## config.mk

```make
export PLATFORM = sky130hd
export DESIGN_NAME = source_token_lexer_core
export DESIGN_NICKNAME = d
export VERILOG_FILES = /design/src/design/stl_pkg.sv /design/src/design/stl_front.sv /design/src/design/stl_queue.sv /design/src/design/stl_back.sv /design/src/design/source_token_lexer_core.sv
export SDC_FILE = /design/constraint.sdc
export NUM_CORES = 1
export LEC_CHECK = 0
export CORE_MARGIN = 2
export CORE_UTILIZATION = 55
export CTS_CLUSTER_DIAMETER = 150
export DETAILED_ROUTE_END_ITERATION = 8
export DONT_BUFFER_PORTS = 1
export PLACE_DENSITY = 0.8
export SLEW_MARGIN = 20
export SYNTH_ARGS = -nofsm -noshare
export SYNTH_HDL_FRONTEND = slang
export SYNTH_HIERARCHICAL = 1
export SYNTH_SLANG_ARGS = --single-unit
```

## constraint.sdc

```tcl
create_clock -name clk -period 5.8 [get_ports clk]
set_clock_uncertainty 0.1 [all_clocks]
set_input_delay 0.58 -clock clk [delete_from_list [all_inputs] [get_ports clk]]
set_output_delay 0.58 -clock clk [all_outputs]
set_load 0.02 [all_outputs]
```

## src/design/stl_pkg.sv

```systemverilog
// Shared types, codes and character tables for the source token lexer.
package stl_pkg;

	localparam int LEN_W       = 16;
	localparam int KIND_W      = 5;
	localparam int OUT_POS_W   = 16;
	localparam int POS_WIDTH   = 16;
	localparam int QUEUE_DEPTH = 4;
	localparam int NUM_KW      = 5;

	localparam logic [LEN_W-1:0] LEN_MAX = '1;

	// Token kind codes
	localparam logic [KIND_W-1:0] KIND_ASSIGN = 5'd10;
	localparam logic [KIND_W-1:0] KIND_INT    = 5'd18;
	localparam logic [KIND_W-1:0] KIND_STRING = 5'd19;
	localparam logic [KIND_W-1:0] KIND_IDENT  = 5'd20;
	localparam logic [KIND_W-1:0] KIND_KW0    = 5'd21;
	localparam logic [KIND_W-1:0] KIND_EOF    = 5'd26;
	localparam logic [KIND_W-1:0] KIND_ERROR  = 5'd27;

	// Characters with a role of their own
	localparam logic [7:0] CH_EQ    = "=";
	localparam logic [7:0] CH_BANG  = "!";
	localparam logic [7:0] CH_GT    = ">";
	localparam logic [7:0] CH_LT    = "<";
	localparam logic [7:0] CH_QUOTE = 8'h22;
	localparam logic [7:0] CH_TAB   = 8'h09;
	localparam logic [7:0] CH_NL    = 8'h0A;
	localparam logic [7:0] CH_SPACE = 8'h20;

	// Operator index of the pending operator
	localparam logic [1:0] OP_EQ   = 2'd0;
	localparam logic [1:0] OP_BANG = 2'd1;
	localparam logic [1:0] OP_GT   = 2'd2;
	localparam logic [1:0] OP_LT   = 2'd3;

	typedef enum logic [2:0] {
		MODE_IDLE,
		MODE_OP,
		MODE_NUM,
		MODE_IDENT,
		MODE_STR
	} mode_t;

	typedef struct packed {
		logic [7:0] ch;
		logic       end_of_input;
	} in_item_t;

	typedef struct packed {
		logic [KIND_W-1:0]    token_kind;
		logic [OUT_POS_W-1:0] start_pos;
		logic [LEN_W-1:0]     token_length;
		logic                 length_saturated;
		logic                 last_of_run;
	} out_item_t;

	// Up to two tokens caused by one item
	typedef struct packed {
		out_item_t tok0;
		out_item_t tok1;
		logic      two;
	} bundle_t;

	// Character class of the incoming byte
	typedef struct packed {
		logic              ws;
		logic              sym;
		logic [KIND_W-1:0] sym_kind;
		logic              op;
		logic [1:0]        op_idx;
		logic              digit;
		logic              alpha;
		logic              quote;
		logic              eq;
	} class_t;

	function automatic class_t classify(input logic [7:0] c);
		class_t r;
		r          = '0;
		r.ws       = (c == CH_SPACE) || (c == CH_TAB) || (c == CH_NL);
		r.digit    = (c >= "0") && (c <= "9");
		r.alpha    = ((c >= "a") && (c <= "z")) || ((c >= "A") && (c <= "Z"));
		r.quote    = (c == CH_QUOTE);
		r.eq       = (c == CH_EQ);
		r.sym      = 1'b1;
		case (c)
			"(":     r.sym_kind = 5'd0;
			")":     r.sym_kind = 5'd1;
			"{":     r.sym_kind = 5'd2;
			"}":     r.sym_kind = 5'd3;
			";":     r.sym_kind = 5'd4;
			"+":     r.sym_kind = 5'd5;
			"-":     r.sym_kind = 5'd6;
			"*":     r.sym_kind = 5'd7;
			"/":     r.sym_kind = 5'd8;
			"%":     r.sym_kind = 5'd9;
			default: r.sym = 1'b0;
		endcase
		r.op = 1'b1;
		case (c)
			CH_EQ:   r.op_idx = OP_EQ;
			CH_BANG: r.op_idx = OP_BANG;
			CH_GT:   r.op_idx = OP_GT;
			CH_LT:   r.op_idx = OP_LT;
			default: r.op = 1'b0;
		endcase
		return r;
	endfunction

	function automatic logic [2:0] kw_len(input int k);
		logic [2:0] r;
		case (k)
			0:       r = 3'd3;
			1:       r = 3'd6;
			2:       r = 3'd4;
			3:       r = 3'd4;
			default: r = 3'd5;
		endcase
		return r;
	endfunction

	// Keyword text: int string bool true false
	function automatic logic [7:0] kw_char(input int k, input logic [2:0] i);
		logic [7:0] r;
		r = 8'h00;
		case (k)
			0: case (i)
				3'd0: r = "i";
				3'd1: r = "n";
				3'd2: r = "t";
				default: r = 8'h00;
			endcase
			1: case (i)
				3'd0: r = "s";
				3'd1: r = "t";
				3'd2: r = "r";
				3'd3: r = "i";
				3'd4: r = "n";
				3'd5: r = "g";
				default: r = 8'h00;
			endcase
			2: case (i)
				3'd0: r = "b";
				3'd1: r = "o";
				3'd2: r = "o";
				3'd3: r = "l";
				default: r = 8'h00;
			endcase
			3: case (i)
				3'd0: r = "t";
				3'd1: r = "r";
				3'd2: r = "u";
				3'd3: r = "e";
				default: r = 8'h00;
			endcase
			default: case (i)
				3'd0: r = "f";
				3'd1: r = "a";
				3'd2: r = "l";
				3'd3: r = "s";
				3'd4: r = "e";
				default: r = 8'h00;
			endcase
		endcase
		return r;
	endfunction

	// Drop keywords that cannot match once character c lands at index cnt
	function automatic logic [NUM_KW-1:0] kw_next(input logic [NUM_KW-1:0] cand,
			input logic [LEN_W-1:0] cnt, input logic [7:0] c);
		logic [NUM_KW-1:0] r;
		r = cand;
		for (int k = 0; k < NUM_KW; k++) begin
			if ((cnt >= LEN_W'(kw_len(k))) || (kw_char(k, cnt[2:0]) != c)) begin
				r[k] = 1'b0;
			end
		end
		return r;
	endfunction

	function automatic logic [KIND_W-1:0] ident_kind(input logic [NUM_KW-1:0] cand,
			input logic [LEN_W-1:0] cnt, input logic ovf);
		logic [KIND_W-1:0] r;
		r = KIND_IDENT;
		// lowest matching keyword wins
		for (int k = NUM_KW - 1; k >= 0; k--) begin
			if (cand[k] && (cnt == LEN_W'(kw_len(k)))) begin
				r = KIND_KW0 + KIND_W'(k);
			end
		end
		if (ovf) begin
			r = KIND_IDENT;
		end
		return r;
	endfunction

endpackage

```

## src/design/stl_front.sv

```systemverilog
// Front end: classifies each character, tracks the scan state, builds token bundles.
module stl_front #(
	parameter int POS_WIDTH = stl_pkg::POS_WIDTH
) (
	input  logic              clk,
	input  logic              arst_n,
	input  stl_pkg::in_item_t item,
	input  logic              take,
	output logic              push,
	output stl_pkg::bundle_t  bundle
);

	stl_pkg::mode_t                 mode_q, mode_d;
	logic [1:0]                     pend_q, pend_d;
	logic [POS_WIDTH-1:0]           start_q, start_d;
	logic [stl_pkg::LEN_W-1:0]      cnt_q, cnt_d;
	logic                           ovf_q, ovf_d;
	logic [POS_WIDTH-1:0]           pos_q, pos_d;
	logic [stl_pkg::NUM_KW-1:0]     cand_q, cand_d;

	stl_pkg::class_t                cls;
	logic                           idle_path;
	logic [stl_pkg::KIND_W-1:0]     op_kind;
	logic                           close_vld;
	stl_pkg::out_item_t             close_tok;
	logic                           sec_vld;
	stl_pkg::out_item_t             sec_tok;

	// Classification of the incoming byte
	always_comb begin
		cls       = stl_pkg::classify(item.ch);
		op_kind   = stl_pkg::KIND_ASSIGN + stl_pkg::KIND_W'({pend_q, 1'b0});
		idle_path = !item.end_of_input &&
			((mode_q == stl_pkg::MODE_IDLE) ||
			 ((mode_q == stl_pkg::MODE_OP) && !cls.eq) ||
			 ((mode_q == stl_pkg::MODE_NUM) && !cls.digit) ||
			 ((mode_q == stl_pkg::MODE_IDENT) && !(cls.digit || cls.alpha)));
	end

	// Next scan state
	always_comb begin
		mode_d  = mode_q;
		pend_d  = pend_q;
		start_d = start_q;
		cnt_d   = cnt_q;
		ovf_d   = ovf_q;
		pos_d   = pos_q;
		cand_d  = cand_q;
		if (item.end_of_input) begin
			mode_d  = stl_pkg::MODE_IDLE;
			pend_d  = stl_pkg::OP_EQ;
			start_d = '0;
			cnt_d   = '0;
			ovf_d   = 1'b0;
			pos_d   = '0;
			cand_d  = '1;
		end else begin
			pos_d = pos_q + POS_WIDTH'(1);
			unique case (mode_q)
				stl_pkg::MODE_OP: begin
					if (cls.eq) begin
						mode_d = stl_pkg::MODE_IDLE;
					end
				end
				stl_pkg::MODE_NUM: begin
					if (cls.digit) begin
						if (cnt_q == stl_pkg::LEN_MAX) ovf_d = 1'b1;
						else cnt_d = cnt_q + 1'b1;
					end
				end
				stl_pkg::MODE_IDENT: begin
					if (cls.digit || cls.alpha) begin
						cand_d = stl_pkg::kw_next(cand_q, cnt_q, item.ch);
						if (cnt_q == stl_pkg::LEN_MAX) ovf_d = 1'b1;
						else cnt_d = cnt_q + 1'b1;
					end
				end
				stl_pkg::MODE_STR: begin
					if (cls.quote) begin
						mode_d = stl_pkg::MODE_IDLE;
					end else if (cnt_q == stl_pkg::LEN_MAX) begin
						ovf_d = 1'b1;
					end else begin
						cnt_d = cnt_q + 1'b1;
					end
				end
				default: begin
				end
			endcase
			// character seen with no token open
			if (idle_path) begin
				mode_d = stl_pkg::MODE_IDLE;
				if (cls.op) begin
					mode_d  = stl_pkg::MODE_OP;
					start_d = pos_q;
					cnt_d   = '0;
					ovf_d   = 1'b0;
					pend_d  = cls.op_idx;
				end else if (cls.digit) begin
					mode_d  = stl_pkg::MODE_NUM;
					start_d = pos_q;
					cnt_d   = stl_pkg::LEN_W'(1);
					ovf_d   = 1'b0;
				end else if (cls.quote) begin
					mode_d  = stl_pkg::MODE_STR;
					start_d = pos_q + POS_WIDTH'(1);
					cnt_d   = '0;
					ovf_d   = 1'b0;
				end else if (cls.alpha) begin
					mode_d  = stl_pkg::MODE_IDENT;
					start_d = pos_q;
					cnt_d   = stl_pkg::LEN_W'(1);
					ovf_d   = 1'b0;
					cand_d  = stl_pkg::kw_next('1, '0, item.ch);
				end
			end
		end
	end

	// Tokens caused by this item: one closing the open lexeme, one more after it
	always_comb begin
		close_vld                  = 1'b0;
		close_tok.token_kind       = stl_pkg::KIND_INT;
		close_tok.start_pos        = stl_pkg::OUT_POS_W'(start_q);
		close_tok.token_length     = cnt_q;
		close_tok.length_saturated = ovf_q;
		close_tok.last_of_run      = 1'b0;
		unique case (mode_q)
			stl_pkg::MODE_OP: begin
				close_vld                  = 1'b1;
				close_tok.token_kind       = op_kind;
				close_tok.token_length     = stl_pkg::LEN_W'(1);
				close_tok.length_saturated = 1'b0;
				if (!item.end_of_input && cls.eq) begin
					close_tok.token_kind   = op_kind + 1'b1;
					close_tok.token_length = stl_pkg::LEN_W'(2);
				end
			end
			stl_pkg::MODE_NUM: begin
				close_vld            = item.end_of_input || !cls.digit;
				close_tok.token_kind = stl_pkg::KIND_INT;
			end
			stl_pkg::MODE_IDENT: begin
				close_vld            = item.end_of_input || !(cls.digit || cls.alpha);
				close_tok.token_kind = stl_pkg::ident_kind(cand_q, cnt_q, ovf_q);
			end
			stl_pkg::MODE_STR: begin
				close_vld            = item.end_of_input || cls.quote;
				close_tok.token_kind = item.end_of_input ? stl_pkg::KIND_ERROR
					: stl_pkg::KIND_STRING;
			end
			default: begin
			end
		endcase

		sec_tok.last_of_run = 1'b1;
		if (item.end_of_input) begin
			sec_vld                  = 1'b1;
			sec_tok.token_kind       = stl_pkg::KIND_EOF;
			sec_tok.start_pos        = stl_pkg::OUT_POS_W'(pos_q);
			sec_tok.token_length     = '0;
			sec_tok.length_saturated = 1'b0;
		end else begin
			sec_vld = idle_path &&
				(cls.sym || !(cls.ws || cls.op || cls.digit || cls.quote || cls.alpha));
			sec_tok.token_kind       = cls.sym ? cls.sym_kind : stl_pkg::KIND_ERROR;
			sec_tok.start_pos        = stl_pkg::OUT_POS_W'(pos_q);
			sec_tok.token_length     = stl_pkg::LEN_W'(1);
			sec_tok.length_saturated = 1'b0;
		end

		close_tok.last_of_run = !sec_vld;
		if (close_vld) begin
			bundle.tok0 = close_tok;
			bundle.tok1 = sec_tok;
			bundle.two  = sec_vld;
		end else begin
			bundle.tok0 = sec_tok;
			bundle.tok1 = sec_tok;
			bundle.two  = 1'b0;
		end
		push = take && (close_vld || sec_vld);
	end

	// Scan state registers
	always_ff @(posedge clk or negedge arst_n) begin
		if (!arst_n) begin
			mode_q  <= stl_pkg::MODE_IDLE;
			pend_q  <= stl_pkg::OP_EQ;
			start_q <= '0;
			cnt_q   <= '0;
			ovf_q   <= 1'b0;
			pos_q   <= '0;
			cand_q  <= '1;
		end else if (take) begin
			mode_q  <= mode_d;
			pend_q  <= pend_d;
			start_q <= start_d;
			cnt_q   <= cnt_d;
			ovf_q   <= ovf_d;
			pos_q   <= pos_d;
			cand_q  <= cand_d;
		end
	end

endmodule

```

## src/design/stl_queue.sv

```systemverilog
// Short queue of token bundles between the front end and the back end.
module stl_queue #(
	parameter int DEPTH = stl_pkg::QUEUE_DEPTH
) (
	input  logic             clk,
	input  logic             arst_n,
	input  logic             push,
	input  stl_pkg::bundle_t push_data,
	output logic             full,
	input  logic             pop,
	output logic             not_empty,
	output stl_pkg::bundle_t head
);

	localparam int IDX_W = (DEPTH > 1) ? $clog2(DEPTH) : 1;
	localparam int CNT_W = $clog2(DEPTH + 1);

	stl_pkg::bundle_t   mem_q [DEPTH];
	logic [IDX_W-1:0]   wr_q;
	logic [IDX_W-1:0]   rd_q;
	logic [CNT_W-1:0]   count_q;

	assign full      = (count_q == CNT_W'(DEPTH));
	assign not_empty = (count_q != '0);
	assign head      = mem_q[rd_q];

	// Storage
	always_ff @(posedge clk) begin
		if (push) begin
			mem_q[wr_q] <= push_data;
		end
	end

	// Pointers and fill count
	always_ff @(posedge clk or negedge arst_n) begin
		if (!arst_n) begin
			wr_q    <= '0;
			rd_q    <= '0;
			count_q <= '0;
		end else begin
			if (push) begin
				wr_q <= (wr_q == IDX_W'(DEPTH - 1)) ? '0 : wr_q + 1'b1;
			end
			if (pop) begin
				rd_q <= (rd_q == IDX_W'(DEPTH - 1)) ? '0 : rd_q + 1'b1;
			end
			if (push && !pop) begin
				count_q <= count_q + 1'b1;
			end else if (pop && !push) begin
				count_q <= count_q - 1'b1;
			end
		end
	end

endmodule

```

## src/design/stl_back.sv

```systemverilog
// Back end: splits each bundle into single tokens behind an output register.
module stl_back (
	input  logic               clk,
	input  logic               arst_n,
	input  logic               not_empty,
	input  stl_pkg::bundle_t   head,
	output logic               pop,
	output logic               tok_valid,
	input  logic               tok_ready,
	output stl_pkg::out_item_t tok_item
);

	logic               out_vld_q;
	stl_pkg::out_item_t out_q;
	logic               second_q;
	logic               load;

	// Load a new token when the output register is free or being taken
	assign load      = !out_vld_q || tok_ready;
	assign pop       = load && not_empty && (second_q || !head.two);
	assign tok_valid = out_vld_q;
	assign tok_item  = out_q;

	always_ff @(posedge clk) begin
		if (load && not_empty) begin
			out_q <= second_q ? head.tok1 : head.tok0;
		end
	end

	always_ff @(posedge clk or negedge arst_n) begin
		if (!arst_n) begin
			out_vld_q <= 1'b0;
			second_q  <= 1'b0;
		end else if (load) begin
			out_vld_q <= not_empty;
			if (not_empty) begin
				second_q <= !second_q && head.two;
			end
		end
	end

endmodule

```

## src/design/source_token_lexer_core.sv

```systemverilog
// Streaming lexer top level: one character per item in, tokens out.
// Throughput: one item per cycle in while the queue is not full; one token per cycle
// out while tok_ready is high, so an item that yields two tokens holds the output register for both.
// Path: an item's bundle is written into the queue when the item is accepted, then loaded
// into the output register; a full queue holds off input.
// Reset clears the scan state, character position, token queue and output valid.
module source_token_lexer_core #(
	parameter int POS_WIDTH   = stl_pkg::POS_WIDTH,
	parameter int QUEUE_DEPTH = stl_pkg::QUEUE_DEPTH
) (
	input  logic               clk,
	input  logic               arst_n,
	input  logic               src_valid,
	output logic               src_ready,
	input  stl_pkg::in_item_t  src_item,
	output logic               tok_valid,
	input  logic               tok_ready,
	output stl_pkg::out_item_t tok_item
);

	logic             take;
	logic             push;
	logic             full;
	logic             pop;
	logic             not_empty;
	stl_pkg::bundle_t bundle;
	stl_pkg::bundle_t head;

	assign src_ready = !full;
	assign take      = src_valid && src_ready;

	stl_front #(
		.POS_WIDTH(POS_WIDTH)
	) u_front (
		.clk    (clk),
		.arst_n (arst_n),
		.item   (src_item),
		.take   (take),
		.push   (push),
		.bundle (bundle)
	);

	stl_queue #(
		.DEPTH(QUEUE_DEPTH)
	) u_queue (
		.clk       (clk),
		.arst_n    (arst_n),
		.push      (push),
		.push_data (bundle),
		.full      (full),
		.pop       (pop),
		.not_empty (not_empty),
		.head      (head)
	);

	stl_back u_back (
		.clk       (clk),
		.arst_n    (arst_n),
		.not_empty (not_empty),
		.head      (head),
		.pop       (pop),
		.tok_valid (tok_valid),
		.tok_ready (tok_ready),
		.tok_item  (tok_item)
	);

endmodule

```

# ---- After elaboration in Yosys (flattened, before gate mapping)
# Memory sizes are Yosys's and may differ from the RTL's.
# Index checks and enable logic that the tools add are counted.
dict set report totals {
  out_inout_bits 41
  ram_bits 316
  ff_bits 107
  memories 1
  inputBits 13
  latch_bits 0
  elab_cells 339
  rom_bits 0
}
dict set report classes {
  div 0
  n_eq_ne 47
  n_reduce_logical 76
  order_cmp 14
  n_bitwise 0
  add_sub_neg 8
  n_mul 0
  muxes 176
  shift 0
}
# memory depth width read_ports rd_ports_with_merged_regs wr line
set memory_table {}
lappend memory_table {u_queue.mem_q 4 79 1 0 1 stl_queue.sv:18} ;# stl_pkg::bundle_t mem_q [DEPTH];
# operator n
set ops {}
lappend ops {{$mux W8} 45}
lappend ops {{$mux W16} 17}
lappend ops {{$mux W3} 49}
lappend ops {{$eq A8 B6 Y1 const B} 14}
lappend ops {{$ne A8 B8 Y1} 10}
lappend ops {{$mux W79} 1}
lappend ops {{$eq A16 B3 Y1} 4}
lappend ops {{$ge A16 B3 Y1} 4}
lappend ops {{$mux W5} 10}
lappend ops {{$pmux W16 S3} 1}
lappend ops {{$pmux W7 S3} 2}
lappend ops {{$pmux W7 S6} 1}
lappend ops {{$mux W39} 1}
lappend ops {{$mux W38} 1}
lappend ops {{$pmux W4 S9} 1}
lappend ops {{$pmux W7 S5} 1}
lappend ops {{$add A16 B1 Y16 const B} 2}
lappend ops {{$logic_or A1 B1 Y1} 28}
lappend ops {{$mux W4} 7}
lappend ops {{$pmux W7 S4} 1}
lappend ops {{$mux W1} 25}
lappend ops {{$logic_and A1 B1 Y1} 21}
lappend ops {{$mux W17} 1}
lappend ops {{$eq A16 B16 Y1 const B} 1}
lappend ops {{35 further kinds} 73}

# ---- Logic depth before layout (Yosys ltp)
# Gate-level depths: netlist of the first run.
dict set report depth {
  ltp_word 19
  depth_mapped 14
  mapped_depth_nobuf 12
}

# ---- Cells and area by module
# The synthesis of the first run kept the hierarchy.
# mod area_per_inst_um2 seq_area_each_um2 n_inst cells_per_inst
set by_module_without_submodules {}
lappend by_module_without_submodules {stl_queue 11892.7 9664.3 1 450}
lappend by_module_without_submodules {stl_front 5480.3 1482.7 1 700}
lappend by_module_without_submodules {stl_back 1746.7 1221.2 1 91}
lappend by_module_without_submodules {source_token_lexer_core 10.0 0.0 1 2}

# ---- Worst setup path after synthesis of the first run
# OpenSTA, ideal clock, no wires.
dict set report synth_path {
  path_kind {input -> register}
  startpoint {input port src_item[7] in the netlist's numbering}
  endpoint {memory u_queue/mem_q[1][0] in the netlist's numbering (enable)}
  setup_time_ns 0.446
  path_buffers 2
  stages 8
  t_arrival_ns 4.273
  slack_ns 0.981
  required_time_ns 5.254
  cell_sequence {or4b_4 > nor3_4 > o21ai_0 > a22o_1 > buf_2 > buf_2 > a21oi_1 > and2_1}
}
dict set report synth_via {
  elab_chain_cells 15
  word_cells_on_any_way 61
  cone_classes {order compare (6); eq/ne (18); mux (6); reduce/logical (31)}
}
# element line
set synth_lines {}
lappend synth_lines {{start: declaration} source_token_lexer_core.sv:15} ;# input stl_pkg::in_item_t src_item,
lappend synth_lines {{branches (longest 11 deep; another with $ge A8 B7 Y1)} -}
lappend synth_lines {{$logic_or A1 B1 Y1 *} stl_front.sv:182} ;# push = take && (close_vld || sec_vld);
lappend synth_lines {{$logic_and A1 B1 Y1 *} stl_front.sv:182}
lappend synth_lines {{via push} source_token_lexer_core.sv:22} ;# logic push;
lappend synth_lines {{$mux W1 *} stl_queue.sv:29} ;# if (push) begin
lappend synth_lines {{$mux W1 (implied by the code) *} stl_queue.sv:30} ;# mem_q[wr_q] <= push_data;
lappend synth_lines {{end: declaration} stl_queue.sv:18}
# Mark *: on every way through the listed nets, which the timed path passes.

# ---- Worst setup path in the final report of the first run
dict set report layout_path {
  startpoint {input port src_item[2] in the netlist's numbering}
  endpoint {memory u_queue/mem_q[3][11] in the netlist's numbering (enable)}
}
# The elaborated chain is that of the path after synthesis.

==> out/metrics.csv, run 1 <==
stage;metric;value;unit
yosys;synth_top_flop_cell;edfxtp_1;
clocking;hold_buffers;2;
route;dr.pass1.iters;6;
route;dr_total_vias;11000;
clocking;clkTransAtPathRegs;0.06;ns
yosys;synth-seq-cells;423;
clocking;cts_root_buffer;clkbuf_16;
timing;worst_slack;2.03;ns
timing;drv_slew;0;
power_and_ir_drop;switchingPower;3030;µW
worst_setup_path;rr_endpoint;u_front/start_q[6];
yosys;syn_inst;1243;
worst_setup_path;r2r_cells;7;
clocking;post_cts_buffers;0;
yosys;syn_avg_cell_area;15.4;µm²
placed_design;place_hpwl;23600;µm
worst_setup_path;cp.arrival;3.86;ns
power_and_ir_drop;p_total;10100;µW
timing;tightest_slew;1.10;ns
route;viasPerCell;6.39;
worst_setup_path;setup.worst_path.end_class;flip-flop;
worst_setup_path;crit_type;in2reg;
timing;fmax;265;MHz
worst_setup_path;r2r_start;u_queue/count_q[2];
route;drt-total-wl;40400;µm
clocking;cts_max_path_buffers;3;
clocking;insertion_delay;0.55;ns
yosys;ys_seq_area_share;64.7;%
yosys;synth_area;19100;µm²
die;dieArea;36300;µm²
run;drv_cap;0;
yosys;synth_cell_type_count;85;
timing;min_period;3.77;ns
placed_design;pre_cts_ws;1.62;ns
grt;grt_max_degree;69;
worst_setup_path;critPathLaunchType;input port;
timing;finalCritPeriodShare;65.0;%
grt;grt_overflow;0;
route;drc;0;
clocking;cts_buffers;43;
power_and_ir_drop;internal_power;7040;µW
power_and_ir_drop;vdd.ir_drop.worst;243;µV
grt;grt_pass1_vias;11100;
timing;hold_viol_final;0;
outcome;outcome;finished, final reports clean;
grt;gr-usage-all-layers;22.9;%
clocking;cts_tree;done;
die;rows;68;
power_and_ir_drop;p_leak;0.00691;µW
cells_and_area;fin_area;20800;µm²
worst_hold_path;hold_class;in2reg;
placed_design;portBuffers;0;
grt;grt_pass1_wl;64000;µm
die;die_h;190;µm
cells_and_area;diodes;0;
clocking;post_cts_resized;0;
worst_setup_path;r2r_slack;2.06;ns
clocking;htreeDepth;2;
yosys;synth_edf_count;355;
power_and_ir_drop;p_seq_share;48.8;%
route;first_iter_violations;1266;
cells_and_area;fin_nets;1252;
timing;rsz0062_at_grt;false;
power_and_ir_drop;combPwrFrac;24.2;%
worst_setup_path;required;5.89;ns
cells_and_area;area_delta_synth_final;8.76;%
die;placeableCoreArea;34400;µm²
timing;setup_viol;0;
worst_hold_path;hold_depth;1;
die;die_w;190;µm
worst_hold_path;hp-start;src_item[0];
placed_design;gp_congestion;0.881;
timing;tns;0;ns
cells_and_area;fillers;2481;
route;routedWlPerCell;23.6;µm
route;final_antenna_net_count;0;
clocking;cts.sinks;423;
power_and_ir_drop;power_density;484;nW/µm²
grt;antenna_found_initial;0;
cells_and_area;multi_input_area;6110;µm²
die;io_pins;54;
cells_and_area;regArea;12400;µm²
placed_design;dpl_cell_area;19300;µm²
yosys;synth_warnings;6;
power_and_ir_drop;switching_share;30.1;%
worst_hold_path;min_to;u_front/pend_q[1];
cells_and_area;layout-drive-gt1-share;20.0;%
power_and_ir_drop;clkPwrFrac;26.9;%
die;initial_core_util;55.7;%
yosys;async_flop_share;16.1;%
worst_setup_path;path_max_fanout;50;
timing;relSlewSlack;26.5;%
[registers in the layout, summed over array words and instances, names as in the netlist]
| register | cells |
|---|---|
| u_queue/mem_q | 316 |
| u_back/tok_item | 39 |
| u_front/cnt_q | 16 |
| u_front/pos_q | 16 |
| u_front/start_q | 16 |
| u_front/cand_q | 5 |
| u_front/mode_q | 3 |
| u_queue/count_q | 3 |
| u_front/pend_q | 2 |
| u_queue/rd_q | 2 |
| u_queue/wr_q | 2 |
| u_back/second_q | 1 |
| u_back/tok_valid | 1 |
| u_front/ovf_q | 1 |
[cell usage in the layout, fill, tap and decap left out, types with 7 or more instances in the layout]
master / instances
o21ai_0: 37
mux4_2: 79
nand2_1: 68
xor2_1: 10
xnor2_1: 17
nor3_1: 17
buf_12: 7
clkbuf_1: 13
buf_4: 9
nor2b_1: 26
ha_1: 13
conb_1: 17
and3_1: 9
edfxtp_1: 355
nand2b_1: 11
clkbuf_16: 44
mux2i_1: 10
inv_1: 25
o31ai_1: 8
o22ai_1: 10
mux2_2: 62
nand4_1: 13
o211ai_1: 8
dfrtp_1: 60
nor2_1: 64
a21oi_1: 33
a31oi_1: 15
and2_1: 14
nand3_1: 28
o2bb2ai_1: 23
[cell type report]
cell class,count,area share [%]
Multi-Input combinational cell,713,29.4
Sequential cell,423,59.5
Timing Repair Buffer,18,1.18
Clock buffer,59,5.66
Inverter,26,0.469
Tap cell,455,2.74
Clock inverter,21,1.09
[cell families after synthesis]
kind of cell	Yosys count	share of synthesized area [%]
DFF	423	64.7
and+or+nand+nor	305	8.49
AOI/OAI and AO/OA	199	7.40
muxes	151	13.5
buffers and inverters	122	3.75
xor gates and xnor gates	27	1.24
adders and majority gates	14	0.955
other	2	0.0393
[how the worst max path moves through the flow]
stage / start / to / slack (ns) / cells after the start
after global routing: src_item[2] / u_queue/mem_q[3][11] / 1.84 / 8
final: src_item[2] / u_queue/mem_q[3][11] / 2.03 / 8
after global placement: src_item[7] / u_queue/mem_q[3][16] / 1.78 / 7
after detailed placement: src_item[2] / u_queue/mem_q[3][11] / 1.62 / 8
after CTS: src_item[2] / u_queue/mem_q[3][11] / 2.15 / 8
after floorplan: src_item[7] / u_queue/mem_q[1][0] / 0.98 / 8
[cells in the mapped netlist, types with 19 or more instances]
cell | n | area share [%]
a21oi_1 | 33 | 0.86
nor2b_1 | 27 | 0.88
mux2_2 | 62 | 3.6
clkbuf_1 | 45 | 0.88
inv_1 | 26 | 0.51
o2bb2ai_1 | 23 | 1.1
o21ai_0 | 37 | 0.97
dfrtp_1 | 63 | 8.2
nand3_1 | 28 | 0.73
nor2_1 | 64 | 1.3
buf_4 | 19 | 0.75
nand2_1 | 68 | 1.3
mux4_2 | 79 | 9.3
edfxtp_1 | 355 | 56
[per-stage QoR]
step	hold WS [ns]	utilization, %	std cells
after global routing	0.00979	60.5	1715
after floorplan	0.184	-	1258
after detailed placement	0.189	56.3	1632
final	0.0332	60.5	1715
after global placement	0.188	56.3	1632
after CTS	0.0208	60.5	1714
[metal layers]
layer | track usage, % | vias to the layer above | part of all wire (%)
met5 | 0 | - | 0
met4 | 8.62 | 0 | 3.4
met3 | 3.24 | 89 | 6.7
met2 | 35.5 | 506 | 47
met1 | 33.4 | 5538 | 43
li1 | - | 4831 | -
[power by group through the flow]
stage                     registers (µW)  logic, µW  clock network, µW
after detailed placement            4980       2410                  0
final                               4920       2440               2710
after floorplan                     4720       2100                  0
after CTS                           4930       2450               2750
after global placement              4930       2350                  0
after global routing                5010       2630               2870
[worst max-delay path, stage by stage]
cell and delay (ns):
or2_2 0.32, nor3_1 0.61, o221ai_1 0.36, a31oi_1 0.24, a21oi_1 0.14, a21oi_1 0.59
and2_4 0.61, buf_12 0.35
No activity file was read; power rests on OpenSTA's default activity.
==> run 2, diff against run 1 <==
Settings changed: PLACE_DENSITY 0.8 to 0.83.
Clock period 5.8 ns to 3.4 ns, I/O delays scaled along.
==> run 2 against run 1 <==
Against the previous run: clock power grew 67%; register-to-register slack got worse by 1.5 ns; global-route usage increased by 0.33 points; sequential cell count unchanged; sequential power up 67%; critical path depth decreased by 1; largest cell class unchanged.
==> out/metrics.csv, run 2 (same netlist as run 1, synthesis figures left out) <==
stage;metric;value;unit
placed_design;place_hpwl;24300;µm
cells_and_area;fin_area;20900;µm²
timing;relSlewSlack;21.4;%
cells_and_area;fin_nets;1266;
worst_setup_path;path_cells;inv_1 > ha_1 > nand2_1 > a2111o_1 > o32ai_1 > a21oi_1 > nand2_1;
worst_setup_path;setup.worst_path.end_class;flip-flop;
timing;tns;0;ns
die;placeableCoreArea;34400;µm²
route;drt-total-wl;41300;µm
cells_and_area;fin_util;60.9;%
clocking;clkTransAtPathRegs;0.07;ns
timing;fmax;350;MHz
worst_setup_path;r2r_slack;0.54;ns
clocking;cts_buffers;40;
power_and_ir_drop;vdd.ir_drop.worst;478;µV
timing;hold-worst-slack;0.0156;ns
power_and_ir_drop;combPwrFrac;25.8;%
worst_setup_path;critPathLaunchType;flip-flop;
placed_design;gp_congestion;0.910;
clocking;cts_root_buffer;clkbuf_16;
grt;antenna_found_initial;1;
worst_setup_path;critPathSlowestCell;dfrtp_1;
worst_hold_path;min_to;u_queue/mem_q[0][37];
cells_and_area;area_delta_synth_final;9.39;%
cells_and_area;largest_reg_flops;316;
die;io_pins;54;
timing;setup_viol;0;
worst_setup_path;slowest_delay;0.57;ns
cells_and_area;layout_common_cells;edfxtp_1, mux4_2, nand2_1;
power_and_ir_drop;power_density;821;nW/µm²
clocking;htreeDepth;2;
route;first_iter_violations;1633;
power_and_ir_drop;p_seq_share;47.9;%
timing;hold_viol_final;0;
worst_setup_path;r2r_start;u_front/cnt_q[1];
timing;tightest_slew;1.18;ns
timing;finalCritPeriodShare;84.1;%
placed_design;dpl_cell_area;19500;µm²
worst_setup_path;rr_endpoint;u_queue/mem_q[1][77];
route;dr_total_vias;11300;
placed_design;dp_cells;1647;
cells_and_area;diodes;0;
grt;grt_overflow;0;
timing;drv_slew;0;
power_and_ir_drop;internal_power;12000;µW
worst_hold_path;hold_class;in2reg;
grt;grt_pass1_vias;11200;
worst_setup_path;cp_common_cell;nand2_1;
route;routedWlPerCell;23.9;µm
die;rows;68;
clocking;cts_tree;done;
worst_hold_path;hold_depth;1;
route;drc;0;
timing;rsz0062_at_grt;false;
die;initial_core_util;55.7;%
placed_design;portBuffers;0;
route;viasPerCell;6.52;
power_and_ir_drop;clkPwrFrac;26.3;%
power_and_ir_drop;switchingPower;5220;µW
clocking;cts.sinks;423;
die;die_w;190;µm
timing;min_period;2.86;ns
die;dieArea;36300;µm²
worst_setup_path;path_max_fanout;15;
cells_and_area;stdcell_count;1726;
grt;gr-usage-all-layers;23.2;%
grt;grt_pass1_wl;64900;µm
power_and_ir_drop;p_leak;0.00698;µW
cells_and_area;top_register;u_queue/mem_q;
die;die_h;190;µm
power_and_ir_drop;switching_share;30.4;%
worst_setup_path;required;3.66;ns
run;drv_cap;0;
worst_setup_path;r2r_cells;7;
route;dr.pass1.iters;7;
worst_setup_path;crit_type;reg2reg;
cells_and_area;layout-drive-gt1-share;20.9;%
grt;grt_max_degree;82;
route;final_antenna_net_count;0;
worst_setup_path;cp.arrival;3.12;ns
outcome;outcome;finished, final reports clean;
clocking;insertion_delay;0.55;ns
clocking;cts_max_path_buffers;3;
cells_and_area;final_common_cell;edfxtp_1;
worst_hold_path;hp-start;src_item[0];
cells_and_area;fillers;2355;
[run 2: layout make-up]
class | instances | area (µm²) | area share, %
Sequential cell | 423 | 12400 | 59.1
Clock inverter | 17 | 151 | 0.724
Timing Repair Buffer | 35 | 418 | 2.00
Clock buffer | 57 | 1200 | 5.73
Multi-Input combinational cell | 713 | 6110 | 29.2
Tap cell | 455 | 569 | 2.72
Inverter | 26 | 97.6 | 0.466
[run 2: stage by stage]
stage                     power [µW]  setup slack, ns
after floorplan                11600           -0.334
after global placement         12500            0.461
after detailed placement       12600            0.311
after CTS                      17300            0.648
after global routing           17900            0.429
final                          17200            0.540
[run 2: worst max path at each step]
stage	start	depth (start not counted)	to
finish	u_front/cnt_q[1]	7	u_queue/mem_q[1][77]
global route	u_front/cnt_q[1]	6	u_queue/mem_q[1][76]
CTS	u_front/cnt_q[1]	6	u_queue/mem_q[1][76]
detailed placement	src_item[2]	12	u_queue/count_q[2]
global placement	src_item[2]	12	u_queue/count_q[2]
floorplan	src_item[7]	8	u_queue/mem_q[3][0]
[run 2: per-layer routing]
layer | share of wire (%) | track usage [%] | vias to the layer above
met5 | 0.031 | 0 | -
met4 | 3.0 | 7.63 | 2
met3 | 8.9 | 3.94 | 116
met2 | 47 | 36.4 | 667
met1 | 41 | 33.4 | 5621
li1 | - | - | 4852
[run 2: timing repair]
action / in CTS / in global routing
hold buffers: 5 / 0
setup buffers: 0 / 0
resized for setup: 0 / 0
setup endpoints to repair: 0 / 0
hold endpoints to repair: 91 / 0
[run 2: power by group through the flow]
| stage | combinational [µW] | sequential, µW | clock, µW |
|---|---|---|---|
| after floorplan | 3590 | 8010 | 0 |
| after global placement | 4250 | 8220 | 0 |
| after detailed placement | 4350 | 8290 | 0 |
| after CTS | 4450 | 8230 | 4590 |
| after global routing | 4760 | 8330 | 4790 |
| final | 4440 | 8220 | 4520 |
[run 2: worst max-delay path, delay by kind of cell (launching register included)]
family / cells / cell delay, ns
buffers and inverters: 1 / 0.23
adders and majority gates: 1 / 0.53
and+or+nand+nor: 2 / 0.38
AOI/OAI and AO/OA: 3 / 0.88
DFF: 1 / 0.57
